<file path="config.mk">
export PLATFORM = sky130hd
export DESIGN_NAME = cartridge_bank_mapper_irq_core_flat
export DESIGN_NICKNAME = d
export VERILOG_FILES = /design/src/hw/rtl/cbm_pkg.sv /design/src/hw/rtl/cbm_req_if.sv /design/src/hw/rtl/cbm_rsp_if.sv /design/src/hw/rtl/cbm_state.sv /design/src/hw/rtl/cartridge_bank_mapper_irq_core.sv /design/src/flat_wrapper.sv
export SDC_FILE = /design/constraint.sdc
export NUM_CORES = 1
export LEC_CHECK = 0
export ABC_AREA = 1
export BUFFER_PORTS_ARGS = -buffer_cell sky130_fd_sc_hd__buf_2
export CAP_MARGIN = 15
export CORE_ASPECT_RATIO = 1.5
export CORE_MARGIN = 4
export CORE_UTILIZATION = 50
export DETAILED_ROUTE_END_ITERATION = 12
export PLACE_DENSITY = 0.69
export SYNTH_ARGS = -nofsm -noshare
export SYNTH_HDL_FRONTEND = slang
export SYNTH_SLANG_ARGS = --single-unit
</file>
<file path="constraint.sdc">
create_clock -name clock -period 3 [get_ports clock]
set_input_delay 0.15 -clock clock [delete_from_list [all_inputs] [get_ports clock]]
set_output_delay 0.15 -clock clock [all_outputs]
set_load 0.03 [all_outputs]
</file>
<file path="src/hw/rtl/cbm_pkg.sv">
// Shared types and constants for the cartridge bank mapper with scanline IRQ.
package cbm_pkg;

   localparam logic [1:0] CMD_WRITE  = 2'd0;
   localparam logic [1:0] CMD_TICK   = 2'd1;
   localparam logic [1:0] CMD_LOOKUP = 2'd2;

   // Write decode on {address bits 15:12, folded bits 1:0}
   localparam logic [5:0] WR_PRG_FIRST  = 6'h20;
   localparam logic [5:0] WR_MIRROR     = 6'h24;
   localparam logic [5:0] WR_SWAP       = 6'h25;
   localparam logic [5:0] WR_PRG_SECOND = 6'h28;
   localparam logic [5:0] WR_CNT_LO     = 6'h3C;
   localparam logic [5:0] WR_ACK_A      = 6'h3D;
   localparam logic [5:0] WR_CNT_HI     = 6'h3E;
   localparam logic [5:0] WR_ACK_B      = 6'h3F;

   localparam logic [3:0] CHR_NIB_FIRST = 4'hB;
   localparam logic [3:0] CHR_NIB_LAST  = 4'hE;
   localparam logic [4:0] CHR_IDX_BIAS  = 5'd6;

   localparam logic [7:0] IRQ_FIRE_COUNT = 8'd237;
   localparam logic [7:0] ACK_STEP       = 8'd8;

   localparam logic [7:0] PRG_SECOND_LAST = 8'd254;
   localparam logic [7:0] PRG_LAST        = 8'd255;

   localparam logic [1:0] WIN_8000 = 2'd0;
   localparam logic [1:0] WIN_A000 = 2'd1;
   localparam logic [1:0] WIN_C000 = 2'd2;
   localparam logic [1:0] WIN_E000 = 2'd3;

   typedef struct packed {
      logic [1:0]  command;
      logic [15:0] cpu_addr;
      logic [7:0]  write_data;
      logic        in_visible;
      logic [12:0] ppu_addr;
   } cbm_item_type;

   typedef struct packed {
      logic [7:0]      prg_first;
      logic [7:0]      prg_second;
      logic            mirror_bit;
      logic [1:0]      swap_mode;
      logic [7:0][7:0] char_banks;
      logic            irq_line;
   } cbm_view_type;

endpackage

</file>
<file path="src/hw/rtl/cbm_req_if.sv">
// Request channel: command item with valid/ready handshake.
interface cbm_req_if;
   logic        valid;
   logic        ready;
   logic [1:0]  command;
   logic [15:0] cpu_addr;
   logic [7:0]  write_data;
   logic        in_visible;
   logic [12:0] ppu_addr;

   modport source (output valid, command, cpu_addr, write_data, in_visible, ppu_addr,
                   input ready);
   modport sink   (input valid, command, cpu_addr, write_data, in_visible, ppu_addr,
                   output ready);
endinterface

</file>
<file path="src/hw/rtl/cbm_rsp_if.sv">
// Response channel: bank lookup result with valid/ready handshake.
interface cbm_rsp_if;
   logic       valid;
   logic       ready;
   logic [7:0] prg_bank;
   logic [7:0] chr_bank;
   logic       mirroring;
   logic       irq;

   modport source (output valid, prg_bank, chr_bank, mirroring, irq, input ready);
   modport sink   (input valid, prg_bank, chr_bank, mirroring, irq, output ready);
endinterface

</file>
<file path="src/hw/rtl/cbm_state.sv">
// Mapper register file: write decode, IRQ counter and the updated register view.
module cbm_state
   import cbm_pkg::*;
(
   input  logic         clock,
   input  logic         reset,
   input  logic         apply,
   input  cbm_item_type item,
   output cbm_view_type view
);

   logic [7:0]      prg_first_ff, prg_first_in;
   logic [7:0]      prg_second_ff, prg_second_in;
   logic            mirror_bit_ff, mirror_bit_in;
   logic [1:0]      swap_mode_ff, swap_mode_in;
   logic [7:0][7:0] char_banks_ff, char_banks_in;
   logic [7:0]      irq_counter_ff, irq_counter_in;
   logic            irq_enable_ff, irq_enable_in;
   logic            irq_line_ff, irq_line_in;

   logic [3:0] nib;
   logic [1:0] low_bits;
   logic [5:0] wr_code;
   logic [4:0] idx_wide;
   logic [2:0] chr_idx;
   logic       is_write;
   logic       is_tick;
   logic       chr_hit;
   logic       ack;

   // address scramble: bits 3:2 fold onto bits 1:0
   assign nib      = item.cpu_addr[15:12];
   assign low_bits = item.cpu_addr[1:0] | item.cpu_addr[3:2];
   assign wr_code  = {nib, low_bits};
   assign idx_wide = {nib, 1'b0} - CHR_IDX_BIAS;
   assign chr_idx  = idx_wide[2:0] | {2'b00, low_bits[0]};
   assign is_write = apply && (item.command == CMD_WRITE) && item.cpu_addr[15];
   assign is_tick  = apply && (item.command == CMD_TICK);
   assign chr_hit  = (nib >= CHR_NIB_FIRST) && (nib <= CHR_NIB_LAST);
   assign ack      = is_write && !chr_hit && ((wr_code == WR_ACK_A) || (wr_code == WR_ACK_B));

   always_comb begin
      prg_first_in   = prg_first_ff;
      prg_second_in  = prg_second_ff;
      mirror_bit_in  = mirror_bit_ff;
      swap_mode_in   = swap_mode_ff;
      char_banks_in  = char_banks_ff;
      irq_counter_in = irq_counter_ff;
      irq_enable_in  = irq_enable_ff;
      irq_line_in    = irq_line_ff;
      if (is_write) begin
         if (chr_hit) begin
            if (low_bits[1]) begin
               char_banks_in[chr_idx][7:4] = item.write_data[3:0];
            end else begin
               char_banks_in[chr_idx][3:0] = item.write_data[3:0];
            end
         end else begin
            unique case (wr_code)
               WR_PRG_FIRST:  prg_first_in = item.write_data;
               WR_PRG_SECOND: prg_second_in = item.write_data;
               WR_MIRROR:     mirror_bit_in = item.write_data[0];
               WR_SWAP:       swap_mode_in = item.write_data[1:0];
               WR_CNT_LO:     irq_counter_in[3:0] = item.write_data[3:0];
               WR_CNT_HI:     irq_counter_in[7:4] = item.write_data[3:0];
               WR_ACK_A, WR_ACK_B: begin
                  irq_enable_in = item.write_data[1];
                  irq_line_in   = 1'b0;
                  if (item.in_visible) begin
                     irq_counter_in = irq_counter_ff - ACK_STEP;
                  end
               end
               default: ;
            endcase
         end
      end else if (is_tick && irq_enable_ff) begin
         irq_counter_in = irq_counter_ff + 8'd1;
         if (irq_counter_in == IRQ_FIRE_COUNT) begin
            irq_line_in = 1'b1;
         end
      end
   end

   always_ff @(posedge clock) begin
      if (reset) begin
         prg_first_ff   <= '0;
         prg_second_ff  <= '0;
         mirror_bit_ff  <= 1'b0;
         swap_mode_ff   <= '0;
         char_banks_ff  <= '0;
         irq_counter_ff <= '0;
         irq_enable_ff  <= 1'b0;
         irq_line_ff    <= 1'b0;
      end else begin
         prg_first_ff   <= prg_first_in;
         prg_second_ff  <= prg_second_in;
         mirror_bit_ff  <= mirror_bit_in;
         swap_mode_ff   <= swap_mode_in;
         char_banks_ff  <= char_banks_in;
         irq_counter_ff <= irq_counter_in;
         irq_enable_ff  <= irq_enable_in;
         irq_line_ff    <= irq_line_in;
      end
   end

   assign view.prg_first  = prg_first_in;
   assign view.prg_second = prg_second_in;
   assign view.mirror_bit = mirror_bit_in;
   assign view.swap_mode  = swap_mode_in;
   assign view.char_banks = char_banks_in;
   assign view.irq_line   = irq_line_in;

   a_irq_rise_on_tick: assert property (@(posedge clock) disable iff (reset)
      $rose(irq_line_ff) |-> $past(is_tick))
      else $error("irq line rose without a scanline tick");

   a_irq_rise_count: assert property (@(posedge clock) disable iff (reset)
      $rose(irq_line_ff) |-> (irq_counter_ff == IRQ_FIRE_COUNT))
      else $error("irq line rose away from the fire count");

   a_ack_clears: assert property (@(posedge clock) disable iff (reset)
      ack |=> !irq_line_ff)
      else $error("acknowledge did not clear the irq line");

   a_counter_idle: assert property (@(posedge clock) disable iff (reset)
      !apply |=> $stable(irq_counter_ff) && $stable(irq_line_ff))
      else $error("irq state changed without a transfer");

endmodule

</file>
<file path="src/hw/rtl/cartridge_bank_mapper_irq_core.sv">
// Top level of the cartridge bank mapper with scanline IRQ counter.
// Each request transfer is captured in an input register; once the output register is free or
// being taken, it is applied to the mapper registers and looked up, and its response is held
// in the output register. One request transfer is accepted every cycle while the response
// side does not stall; a stalled response side fills the output and input registers before
// req_chan.ready drops.
module cartridge_bank_mapper_irq_core
   import cbm_pkg::*;
(
   input  logic      clock,
   input  logic      reset,
   cbm_req_if.sink   req_chan,
   cbm_rsp_if.source rsp_chan
);

   logic         in_valid_ff, in_valid_in;
   cbm_item_type in_item_ff;
   logic         out_valid_ff, out_valid_in;
   logic [7:0]   prg_bank_ff, prg_bank_in;
   logic [7:0]   chr_bank_ff, chr_bank_in;
   logic         mirroring_ff, mirroring_in;
   logic         irq_ff, irq_in;

   cbm_item_type req_item;
   cbm_view_type view;
   logic         accept;
   logic         advance;
   logic         swapped;

   assign req_item.command    = req_chan.command;
   assign req_item.cpu_addr   = req_chan.cpu_addr;
   assign req_item.write_data = req_chan.write_data;
   assign req_item.in_visible = req_chan.in_visible;
   assign req_item.ppu_addr   = req_chan.ppu_addr;

   assign advance        = in_valid_ff && (!out_valid_ff || rsp_chan.ready);
   assign req_chan.ready = !in_valid_ff || advance;
   assign accept         = req_chan.valid && req_chan.ready;

   assign in_valid_in  = accept || (in_valid_ff && !advance);
   assign out_valid_in = advance || (out_valid_ff && !rsp_chan.ready);

   cbm_state u_state (
      .clock (clock),
      .reset (reset),
      .apply (advance),
      .item  (in_item_ff),
      .view  (view)
   );

   assign swapped = |view.swap_mode;

   always_comb begin
      unique case (in_item_ff.cpu_addr[14:13])
         WIN_8000: prg_bank_in = swapped ? PRG_SECOND_LAST : view.prg_first;
         WIN_A000: prg_bank_in = view.prg_second;
         WIN_C000: prg_bank_in = swapped ? view.prg_first : PRG_SECOND_LAST;
         WIN_E000: prg_bank_in = PRG_LAST;
         default:  prg_bank_in = PRG_LAST;
      endcase
   end

   assign chr_bank_in  = view.char_banks[in_item_ff.ppu_addr[12:10]];
   assign mirroring_in = ~view.mirror_bit;
   assign irq_in       = view.irq_line;

   always_ff @(posedge clock) begin
      if (reset) begin
         in_valid_ff  <= 1'b0;
         out_valid_ff <= 1'b0;
      end else begin
         in_valid_ff  <= in_valid_in;
         out_valid_ff <= out_valid_in;
      end
   end

   always_ff @(posedge clock) begin
      if (accept) begin
         in_item_ff <= req_item;
      end
      if (advance) begin
         prg_bank_ff  <= prg_bank_in;
         chr_bank_ff  <= chr_bank_in;
         mirroring_ff <= mirroring_in;
         irq_ff       <= irq_in;
      end
   end

   assign rsp_chan.valid     = out_valid_ff;
   assign rsp_chan.prg_bank  = prg_bank_ff;
   assign rsp_chan.chr_bank  = chr_bank_ff;
   assign rsp_chan.mirroring = mirroring_ff;
   assign rsp_chan.irq       = irq_ff;

   a_no_overwrite: assert property (@(posedge clock) disable iff (reset)
      out_valid_ff && !rsp_chan.ready |-> !advance)
      else $error("pending response overwritten");

   a_input_held: assert property (@(posedge clock) disable iff (reset)
      in_valid_ff && !advance |-> !req_chan.ready)
      else $error("input register accepts while occupied");

   a_advance_fills: assert property (@(posedge clock) disable iff (reset)
      advance |=> out_valid_ff)
      else $error("advanced transfer missing from output register");

endmodule
</file>
<file path="src/flat_wrapper.sv">
// flat-port wrapper written by rule: the top's interface ports become plain ports
module cartridge_bank_mapper_irq_core_flat import cbm_pkg::*;
  (clock, reset, req_chan_valid, req_chan_command, req_chan_cpu_addr, req_chan_write_data, req_chan_in_visible, req_chan_ppu_addr, req_chan_ready, rsp_chan_valid, rsp_chan_prg_bank, rsp_chan_chr_bank, rsp_chan_mirroring, rsp_chan_irq, rsp_chan_ready);
  cbm_req_if req_chan_i ();
  cbm_rsp_if rsp_chan_i ();
  input  logic clock;
  input  logic reset;
  input wire logic [$bits(req_chan_i.valid)-1:0] req_chan_valid;
  input wire logic [$bits(req_chan_i.command)-1:0] req_chan_command;
  input wire logic [$bits(req_chan_i.cpu_addr)-1:0] req_chan_cpu_addr;
  input wire logic [$bits(req_chan_i.write_data)-1:0] req_chan_write_data;
  input wire logic [$bits(req_chan_i.in_visible)-1:0] req_chan_in_visible;
  input wire logic [$bits(req_chan_i.ppu_addr)-1:0] req_chan_ppu_addr;
  output wire logic [$bits(req_chan_i.ready)-1:0] req_chan_ready;
  output wire logic [$bits(rsp_chan_i.valid)-1:0] rsp_chan_valid;
  output wire logic [$bits(rsp_chan_i.prg_bank)-1:0] rsp_chan_prg_bank;
  output wire logic [$bits(rsp_chan_i.chr_bank)-1:0] rsp_chan_chr_bank;
  output wire logic [$bits(rsp_chan_i.mirroring)-1:0] rsp_chan_mirroring;
  output wire logic [$bits(rsp_chan_i.irq)-1:0] rsp_chan_irq;
  input wire logic [$bits(rsp_chan_i.ready)-1:0] rsp_chan_ready;
  assign req_chan_i.valid = req_chan_valid;
  assign req_chan_i.command = req_chan_command;
  assign req_chan_i.cpu_addr = req_chan_cpu_addr;
  assign req_chan_i.write_data = req_chan_write_data;
  assign req_chan_i.in_visible = req_chan_in_visible;
  assign req_chan_i.ppu_addr = req_chan_ppu_addr;
  assign req_chan_ready = req_chan_i.ready;
  assign rsp_chan_valid = rsp_chan_i.valid;
  assign rsp_chan_prg_bank = rsp_chan_i.prg_bank;
  assign rsp_chan_chr_bank = rsp_chan_i.chr_bank;
  assign rsp_chan_mirroring = rsp_chan_i.mirroring;
  assign rsp_chan_irq = rsp_chan_i.irq;
  assign rsp_chan_i.ready = rsp_chan_ready;
  cartridge_bank_mapper_irq_core u_core (.clock(clock), .reset(reset), .req_chan(req_chan_i), .rsp_chan(rsp_chan_i));
endmodule
</file>
After elaboration in Yosys (flattened, before gate mapping). Cells that the tools add are included.

Memories: 0. Memory bits (read-only): 0. Bits of input ports: 44. Logic and storage cells: 119. RAM bits: 0. Output and inout bits: 20. Latch bits: 0. Register bits after elaboration: 153.

Shift operators: 0. Bitwise gates (word level): 4. Eq/ne operators: 17. Add/sub/neg operators: 3. Divide/modulo/power cells: 0. Order comparisons: 5. Muxes and demuxes: 37. Reductions and logical operators: 26. Multipliers: 0.

Operators with widths (count): $mux W64 (3); $bwmux W64 (2); $mux W8 (14); $demux W8 S3 (2); $eq A6 B6 Y1 const B (8); $pmux W8 S4 (1); $bmux W8 S3 (1); $pmux W4 S2 (2); $logic_and A1 B1 Y1 (10); $add A8 B1 Y8 const B (1); $eq A8 B8 Y1 const B (1); $lt A3 B4 Y1 const B (2); $mux W1 (8); $reduce_and A4 Y1 (2); $sub A8 B4 Y8 const B (1); $mux W2 (3); $ne A3 B1 Y1 const B (2); $eq A2 B1 Y1 const B (2); $eq A2 B2 Y1 const B (2); $ge A4 B4 Y1 const B (1); $le A4 B4 Y1 const B (1); $logic_not A1 Y1 (4); $logic_not A2 Y1 (2); $logic_or A1 B1 Y1 (4); other kinds (11) (13).

Depth between registers and ports, before layout. Gate-level depths: netlist of run 1.

Depth in word-level cells: 12. Mapped depth: 13. Gate-level depth less buffers: 12.

Cells and area by module. From an unflattened synthesis of run 1, not the netlist that was laid out.

Cells, all modules: 1119. Area, all modules: 7898.8 um^2.

By module, submodules not included: cbm_state (times used 1, area an instance 4986.0 um^2, seq. area each 1861.8 um^2, cells an instance 798); cartridge_bank_mapper_irq_core (times used 1, area an instance 2912.8 um^2, seq. area each 1781.7 um^2, cells an instance 321).

Worst setup path after synthesis of run 1. Ideal clock, no wire load.

Path type: reg2reg. Start: reg u_core.out_valid_ff, in the netlist u_core.rsp_chan.valid. End: reg u_core.prg_bank_ff[6], in the netlist u_core.rsp_chan.prg_bank[6] (data pin). Setup time: 0.252 ns. Cell stages (with the launch flop): 10. Arrival time: 2.222 ns. Path slack: 0.525 ns. Path buffers: 1. Period minus slack after synthesis: 2.475 ns. Required time: 2.748 ns. Cell sequence: dfxtp_1 -> a21oi_2 -> nand2_2 -> nor2_4 -> nand2_2 -> buf_6 -> o21ai_0 -> o21ai_1 -> nand2_1 -> nand2_1.

Cells in the longest elaborated chain, start to end: 9. Elaborated cells on any way between the ends: 12. Classes of those cells: mux (6); reduce/logical (6).

Ends and longest elaborated chain: start, declared (RTL line cartridge_bank_mapper_irq_core.sv:18) `logic out_valid_ff, out_valid_in;`; start signal, assigned (RTL line cartridge_bank_mapper_irq_core.sv:73) `out_valid_ff <= out_valid_in;`; $logic_not A1 Y1 * (RTL line cartridge_bank_mapper_irq_core.sv:36) `assign advance = in_valid_ff && (!out_valid_ff || rsp_chan.ready);`; $logic_or A1 B1 Y1 * (RTL line cartridge_bank_mapper_irq_core.sv:36); $logic_and A1 B1 Y1 * (RTL line cartridge_bank_mapper_irq_core.sv:36); $logic_and A1 B1 Y1 * (2 in a row) (RTL line cbm_state.sv:37) `assign is_write = apply && (item.command == CMD_WRITE) && item.cpu_addr[15];`; $mux W2 (RTL line cbm_state.sv:51) `if (is_write) begin`; $reduce_or A2 Y1 (RTL line cartridge_bank_mapper_irq_core.sv:51) `assign swapped = |view.swap_mode;`; $mux W8 (on tied branches) (RTL line cartridge_bank_mapper_irq_core.sv:57, cartridge_bank_mapper_irq_core.sv:55); $pmux W8 S4 * (RTL line cartridge_bank_mapper_irq_core.sv:54) `unique case (in_item_ff.cpu_addr[14:13])`; net u_core.prg_bank_in[6] (RTL line cartridge_bank_mapper_irq_core.sv:19) `logic [7:0] prg_bank_ff, prg_bank_in;`; end signal, assigned (RTL line cartridge_bank_mapper_irq_core.sv:82) `prg_bank_ff <= prg_bank_in;`; end, declared (RTL line cartridge_bank_mapper_irq_core.sv:19).

Mark *: on every way through the listed nets, which the timed path passes. The rest lies on a longest branch. A chain may end at the register's enable or synchronous reset.

Final worst setup path of run 1.
Start: reg u_core.in_item_ff[36] (netlist name). End: reg u_core.prg_bank_ff[1], in the netlist u_core.rsp_chan.prg_bank[1] (data pin).

Cells in the longest elaborated chain, start to end: 7. Elaborated cells on any way between the ends: 23. Classes of those cells: order compare (2); eq/ne (6); mux (12); reduce/logical (3).

Ends and longest elaborated chain: start, declared (RTL line cartridge_bank_mapper_irq_core.sv:17) `cbm_item_type in_item_ff;`; start signal, assigned (RTL line cartridge_bank_mapper_irq_core.sv:79) `in_item_ff <= req_item;`; $ge A4 B4 Y1 (tied with other cells) (RTL line cbm_state.sv:39) `assign chr_hit = (nib >= CHR_NIB_FIRST) && (nib <= CHR_NIB_LAST);`; $logic_and A1 B1 Y1 / $mux W2 (equally long branches) (RTL line cbm_state.sv:39, cbm_state.sv:59); $mux W2 (RTL line cbm_state.sv:52) `if (chr_hit) begin`; $mux W2 (RTL line cbm_state.sv:51); $reduce_or A2 Y1 (RTL line cartridge_bank_mapper_irq_core.sv:51); $mux W8 (on tied branches) (RTL line cartridge_bank_mapper_irq_core.sv:57, cartridge_bank_mapper_irq_core.sv:55); $pmux W8 S4 * (RTL line cartridge_bank_mapper_irq_core.sv:54); net u_core.prg_bank_in[1] (RTL line cartridge_bank_mapper_irq_core.sv:19).

Marks and branches as above.

==> qor.yml, run 1 <==
die_h_um: 147.4
status: "finished clean"
htree_levels: 4
worstHoldPathType: "input port to register"
avgViaCountPerCell: 5.475
numCtsBuffers: 17
vdd_drop_max_mv: 0.4036
powerDensity_nw_per_um2: 565.3
yosysTopAreaCellShare_pct: 29.35
rows: 50
finalSetupTns_ns: 0
synth.area.top_cells: "dfxtp_1 29%, edfxtp_1 19%, nand3_1 15%"
syn_to_final_growth_pct: 18.15
ys_top_cells_by_count: "213 x nand2_1, 194 x nand3_1, 95 x dfxtp_1"
crit_path_end_kind: "register"
cpMostUsedCell: "nand2_1"
die_x_um: 101.0
yosys_register_bits: 135
vias: 6023
swShare_pct: 23.00
start_util_pct: 51.53
design_area_um2: 7656
grt_setup_unrepaired: "false"
die_area_um2: 14880
final_max_slew_viol_count: 0
drive_above_1_share_pct: 12.61
critPathKind: "register to register"
cts_tree: "yes"
placed_cells: 1045
final_cells: 1100
required_ns: 3.16
diodes: 0
yosys.area.top_type: "dfxtp_1"
synthDistinctLibCells: 34
crit_arrival_ns: 2.56
yosysWarnings: 0
max_stage_delay_ns: 0.53
critPathLaunchType: "register"
skew_ns: 0.006963
final_nets: 979
pwr-share-seq_pct: 45.2
clock.fmax_mhz: 415.6
post-route-period-util_pct: 80.20
cp_max_fo: 15
grt_start_max_net_pins: 44
cts_resized: 0
hold_viol: 0
grt_pass1_wl_um: 27500
clkSinkCount: 135
relSlewSlack_pct: 47.29
final_antenna_net_count: 0
switching_power_uw: 995.4
critPathLaunch: "u_core.in_item_ff[36]"
drt-initial-drc-count: 458
p_leak_nw: 3.317
setup_viol_count_final: 0
combPwrFrac_pct: 7.0
synth.most_common_cell: "nand2_1"
async_flop_share_pct: 0
grt_overflow_total: 0
clkPwrFrac_pct: 47.8
tightestPinTransition_ns: 0.7907
place.gp.congestion: 0.8679
syn-cell-area_um2: 6480
antenna_found_initial: 0
yosysSeqAreaShare_pct: 47.89
synth-edff-count: 40
p_int_mw: 3.333
cts_buffer_depth: 2
clk_pin_slew_ns: 0.06
finalWirelength_um: 16480
syn_nets: 914
clk_latency_ns: 0.41
path_cells: "inv_2 -> nand2_2 -> inv_2 -> nor2_4 -> nor2_2 -> nand2_2 -> nand2_1 -> o21ai_1 -> nand3_1 -> nand2_1 -> nand2_1"
synth_cells: 866
pin_count: 64
avgSynthCellArea_um2: 7.483
clk_root_buffer_cell: "clkbuf_16"
drv_cap: 0
reg2reg_depth: 11
finish.utilization_pct: 60.89
detail_route.wl_per_cell_um: 14.98
hpwl_um: 11030
post_cts_buffers: 0
cp_slowest_cell: "edfxtp_1"
dr.pass1.iters: 7
r2r_start: "u_core.in_item_ff[36]"
p_total_mw: 4.328
core_um2: 12570
period_minus_slack_ns: 2.406
min_from: "rsp_chan_ready"
drc: 0
grt_pass1_vias: 5705
hold_depth: 4
io_buffers: 45
track_usage_pct: 23.01
ys.flop_type: "dfxtp_1"
place_area_um2: 6838
[logic make-up (layout without fill, tap and decap cells)]
kind of cell | count (synthesis) | in the layout | synth area share, %
simple gates | 505 | 505 | 34.70
compound gates | 96 | 96 | 8.110
buf+inv | 119 | 197 | 7.569
fa+ha+maj | 4 | 4 | 0.7724
mux | 1 | 1 | 0.1545
xor+xnor | 6 | 6 | 0.8110
flops | 135 | 135 | 47.89
[registers in the layout, indices dropped and copies added (netlist names), 2 cells and up]
signal and flops:
u_core.u_state.swap_mode_ff 2, u_core.rsp_chan.chr_bank 8, u_core.in_item_ff 22, u_core.u_state.prg_first_ff 8
u_core.u_state.prg_second_ff 8, u_core.rsp_chan.prg_bank 8, u_core.u_state.char_banks_ff 64, u_core.u_state.irq_counter_ff 8
[through the flow]
stage,hold slack (ns),worst slack (ns)
6_report,0.06772,0.5939
5_1_grt,0.1036,0.3913
4_1_cts,0.05595,0.5886
3_5_place_dp,0.3281,0.6180
3_3_place_gp,0.3263,0.6120
2_1_floorplan,0.2489,0.5252
[layout by cell type (no fill, tap or decap), drive strengths merged]
master and n:
inv 80, and2 1, edfxtp 40, nand4 4, o221ai 3, o21a 2, bufinv 2, nand3b 3
a21o 1, clkbuf 25, nand3 195, dlygate4sd3 23, nor2 77, clkinvlp 1, xnor2 2, o211ai 1
nor3 2, xor2 4, dfxtp 95, a21oi 56, ha 4, o21ai 32, buf 62, o22ai 1
mux2i 1, clkinv 4, nand2 223
[layer usage]
| layer | wire, um | track usage, % | share of wire (%) |
|---|---|---|---|
| met1 | 6890 | 27.90 | 42 |
| met2 | 8303 | 39.94 | 50 |
| met3 | 751 | 3.966 | 4.6 |
| met4 | 532 | 9.248 | 3.2 |
| met5 | 0 | 0 | 0 |
[layout make-up]
class / count / area [um2]
Multi-Input combinational cell: 612 / 2887
Fill cell: 1156 / 4918
Inverter: 80 / 300.3
Tap cell: 156 / 195.2
Clock buffer: 25 / 496.7
Clock inverter: 7 / 91.34
Timing Repair Buffer: 85 / 583.1
Sequential cell: 135 / 3103
[repair_timing]
item                                    CTS  global route
endpoints found under the setup margin    0             0
hold buffers                             23             0
endpoints found under the hold margin    23             0
[path summary, 6_finish.rpt]
check | end | slack [ns]
max reg2reg | u_core.rsp_chan.prg_bank[1] | 0.59
max | u_core.rsp_chan.prg_bank[1] | 0.59
min | u_core.rsp_chan.valid | 0.07
min reg2reg | u_core.u_state.irq_enable_ff | 0.46
[power by group through the flow]
stage | Combinational, mW | Clock, mW | Sequential (mW)
2_1_floorplan | 0.172 | 0 | 2.00
3_3_place_gp | 0.279 | 0 | 1.99
5_1_grt | 0.334 | 2.18 | 1.96
3_5_place_dp | 0.280 | 0 | 1.99
6_report | 0.305 | 2.07 | 1.96
4_1_cts | 0.304 | 2.09 | 1.95
[worst max-delay path: cells and delay by family, from the launching register on]
kind	cells	cell delay, ns
DFF	1	0.53
buffers and inverters	2	0.23
and+or+nand+nor	8	1.24
AOI/OAI and AO/OA	1	0.15
(Power assumes the default switching activity.)
==> run 2: changes to the inputs <==
--- a/config.mk
+++ b/config.mk
@@ -5,14 +5,14 @@
 export SDC_FILE = /design/constraint.sdc
 export NUM_CORES = 1
 export LEC_CHECK = 0
-export ABC_AREA = 1
+export ABC_AREA = 0
 export BUFFER_PORTS_ARGS = -buffer_cell sky130_fd_sc_hd__buf_2
 export CAP_MARGIN = 15
 export CORE_ASPECT_RATIO = 1.5
 export CORE_MARGIN = 4
 export CORE_UTILIZATION = 50
 export DETAILED_ROUTE_END_ITERATION = 12
-export PLACE_DENSITY = 0.69
+export PLACE_DENSITY = 0.72
 export SYNTH_ARGS = -nofsm -noshare
 export SYNTH_HDL_FRONTEND = slang
 export SYNTH_SLANG_ARGS = --single-unit
==> constraint.sdc (replaced) <==
create_clock -name clock -period 2.2 [get_ports clock]
set_input_delay 0.11 -clock clock [delete_from_list [all_inputs] [get_ports clock]]
set_output_delay 0.11 -clock clock [all_outputs]
set_load 0.03 [all_outputs]
==> run 2 against run 1 <==
The run now ends with negative setup slack left. Critical path depth down 3. Global-route usage rose by 2.8 points. Synthesized area grew 1.8%. Total power is 41% higher.
==> qor.yml, run 2 <==
status: "finished, violations left"
failed_checks: "negative setup slack"
avgSynthCellArea_um2: 9.240  # +23%
grt_pass1_wl_um: 30640  # +11%
design_area_um2: 8766  # +14%
grt_start_max_net_pins: 65  # +48%
grt_setup_unrepaired: "true"
grt_use_met2_pct: 45.22  # +5.3 points
vias: 6149  # +2.1%
grt_pass1_vias: 6282  # +10%
use_met3_pct: 5.162  # +1.2 points
largest-register: "u_core.u_state.char_banks_ff"
antenna_found_initial: 0  # unchanged
syn_to_final_growth_pct: 32.87
synth_cells: 714  # -18%
timing.rr.end: "u_core.rsp_chan.chr_bank[5]"
clock.fmax_mhz: 440.1  # +5.9%
swShare_pct: 25.76  # +2.8 points
final_antenna_net_count: 0  # unchanged
core_um2: 12950  # +3.0%
clk_latency_ns: 0.43  # +0.02 ns
cts_tree: "yes"
largest_reg_flops: 64  # unchanged
grt_overflow_total: 0  # unchanged
skew_ns: 0.008859  # +0.001896 ns
die_h_um: 148.7  # +0.85%
drv_cap: 0  # unchanged
dr.pass1.iters: 5  # -2
place.gp.congestion: 0.9253  # +6.6%
finalSetupTns_ns: -0.3313  # -0.3313 ns
finalWorstSetupSlack_ns: -0.07201  # -0.6659 ns
powerDensity_nw_per_um2: 698.4  # +24%
reg2reg_depth: 8  # -3
drc: 0  # unchanged
track_usage_pct: 25.77  # +2.8 points
pre_cts_slack_ns: -0.1561  # -0.7740 ns
drt-initial-drc-count: 414  # -9.6%
mostFrequentLayoutCells: "95 x nor2_1, 95 x dfxtp_1, 94 x buf_4"
avgViaCountPerCell: 6.064  # +11%
critPathKind: "register to register"
clk_root_buffer_cell: "clkbuf_16"
hold_viol: 0  # unchanged
htree_levels: 4  # unchanged
p_total_mw: 6.122  # +41%
numCtsBuffers: 17  # unchanged
crit_arrival_ns: 2.42  # -0.14 ns
required_ns: 2.35  # -0.81 ns
die_area_um2: 15130  # +1.7%
crit_path_end_kind: "register"
p_int_mw: 4.545  # +36%
drive_above_1_share_pct: 28.54  # +16 points
async_flop_share_pct: 0  # unchanged
biggestRegsByFlops: "u_core.u_state.char_banks_ff: 64 flops, u_core.in_item_ff: 22 flops"
final_nets: 890  # -9.1%
yosysSeqAreaShare_pct: 47.03  # -0.85 points
finish.utilization_pct: 67.67  # +6.8 points
clk_pin_slew_ns: 0.06  # about the same
yosys.area.top_type: "dfxtp_1"
setup_viol_count_final: 7  # +7
critPathLaunch: "u_core.in_item_ff[25]"
yosysTopAreaCellShare_pct: 28.83  # -0.52 points
syn_nets: 762  # -17%
synth.most_common_cell: "nor2_1"
finalWirelength_um: 19480  # +18%
crit_end: "u_core.rsp_chan.chr_bank[5]"
cp_max_fo: 5  # -10
final_max_slew_viol_count: 0  # unchanged
diodes: 0  # unchanged
io_buffers: 45  # unchanged
final_cells: 1014  # -7.8%
post-route-period-util_pct: 103.3  # +23 points
met1_usage_pct: 28.72  # +0.82 points
rows: 51  # +2.0%
critPathLaunchType: "register"
detail_route.wl_per_cell_um: 19.21  # +28%
placed_cells: 946  # -9.5%
die_x_um: 101.8  # +0.83%
r2r_slack_ns: -0.07  # -0.67 ns
combPwrFrac_pct: 9.4  # +2.4 points
ys_top_cells_by_count: "96 x nor2_1, 95 x dfxtp_1, 70 x nand2_1"
hpwl_um: 12530  # +14%
yosys_register_bits: 135  # unchanged
place_area_um2: 7527  # +10%
synth.area.top_cells: "dfxtp_1 29%, edfxtp_1 18%, mux2i_1 9.1%"
yosysWarnings: 0  # unchanged
relSlewSlack_pct: 42.66  # -4.6 points
tightestPinTransition_ns: 0.8601  # +0.06943 ns
start_util_pct: 50.93  # -0.60 points
worstHoldPathType: "input port to register"
clkPwrFrac_pct: 47.2  # -0.6 points
grt-busiest-layer: "met2"
synthDistinctLibCells: 75  # +120%
synth-edff-count: 40  # unchanged
syn-cell-area_um2: 6598  # +1.8%
ys.flop_type: "dfxtp_1"
r2r_start: "u_core.in_item_ff[25]"
switching_power_mw: 1.577  # +58%
p_leak_nw: 3.431  # +3.5%
vdd_drop_max_mv: 0.5376  # +33%
pwr-share-seq_pct: 43.4  # -1.8 points
cts_buffer_depth: 2  # unchanged
clkSinkCount: 135  # unchanged
whs_ns: 0.2173  # +0.1496 ns
period_minus_slack_ns: 2.272  # -0.1341 ns
pin_count: 64  # unchanged
run 2: worst min-delay path by stage:
stage	start	to	slack [ns]	cells past startpoint
finish	reset	u_core.u_state.swap_mode_ff[0]	0.22	2
global route	reset	u_core.u_state.prg_first_ff[6]	0.21	2
CTS	reset	u_core.u_state.prg_first_ff[2]	0.20	2
detailed placement	req_chan_ppu_addr[10]	u_core.in_item_ff[10]	0.29	1
global placement	req_chan_write_data[1]	u_core.in_item_ff[15]	0.29	1
floorplan	req_chan_ppu_addr[10]	u_core.in_item_ff[10]	0.21	0
run 2: power groups by stage:
stage	Combinational, mW	Clock, mW	Sequential, mW
6_report	0.574	2.89	2.66
3_3_place_gp	0.476	0	2.71
5_1_grt	0.609	3.02	2.66
2_1_floorplan	0.256	0	2.73
4_1_cts	0.539	2.91	2.65
3_5_place_dp	0.484	0	2.71
run 2: per-layer routing:
metal / vias up / routed length (um)
li1: 2845 / -
met1: 2941 / 7152
met2: 278 / 10340
met3: 85 / 1106
met4: 0 / 882
met5: - / 0
run 2: timing repair:
item                                    in CTS  in global routing
endpoints found under the setup margin      13                 21
hold buffers                                23                  0
hold endpoints to repair                    23                  0
pin swaps                                   10                  7
buffers inserted                             3                 10
resized for setup                           30                 34
run 2: critical path: stages, from the launching register on:
cell	delay [ns]
edfxtp_1	0.36
buf_4	0.14
or2_4	0.14
buf_4	0.13
nand2_1	0.06
or4_4	0.46
or3_1	0.36
o221ai_1	0.25
a32oi_1	0.09
run 2: final cells by class:
type,instances,area [um2]
Sequential cell,135,3103
Inverter,16,60.06
Timing Repair Buffer,169,1257
Fill cell,921,4188
Clock inverter,15,171.4
Clock buffer,17,425.4
Tap cell,159,198.9
Multi-Input combinational cell,503,3550
run 2: logic make-up after synthesis:
family / after synthesis / share of synthesized area [%]
simple gates: 291 / 22.15
compound gates: 138 / 14.60
flops: 135 / 47.03
fa+ha+maj: 4 / 0.7586
mux: 65 / 9.956
xor+xnor: 5 / 0.6637
buf+inv: 76 / 4.836
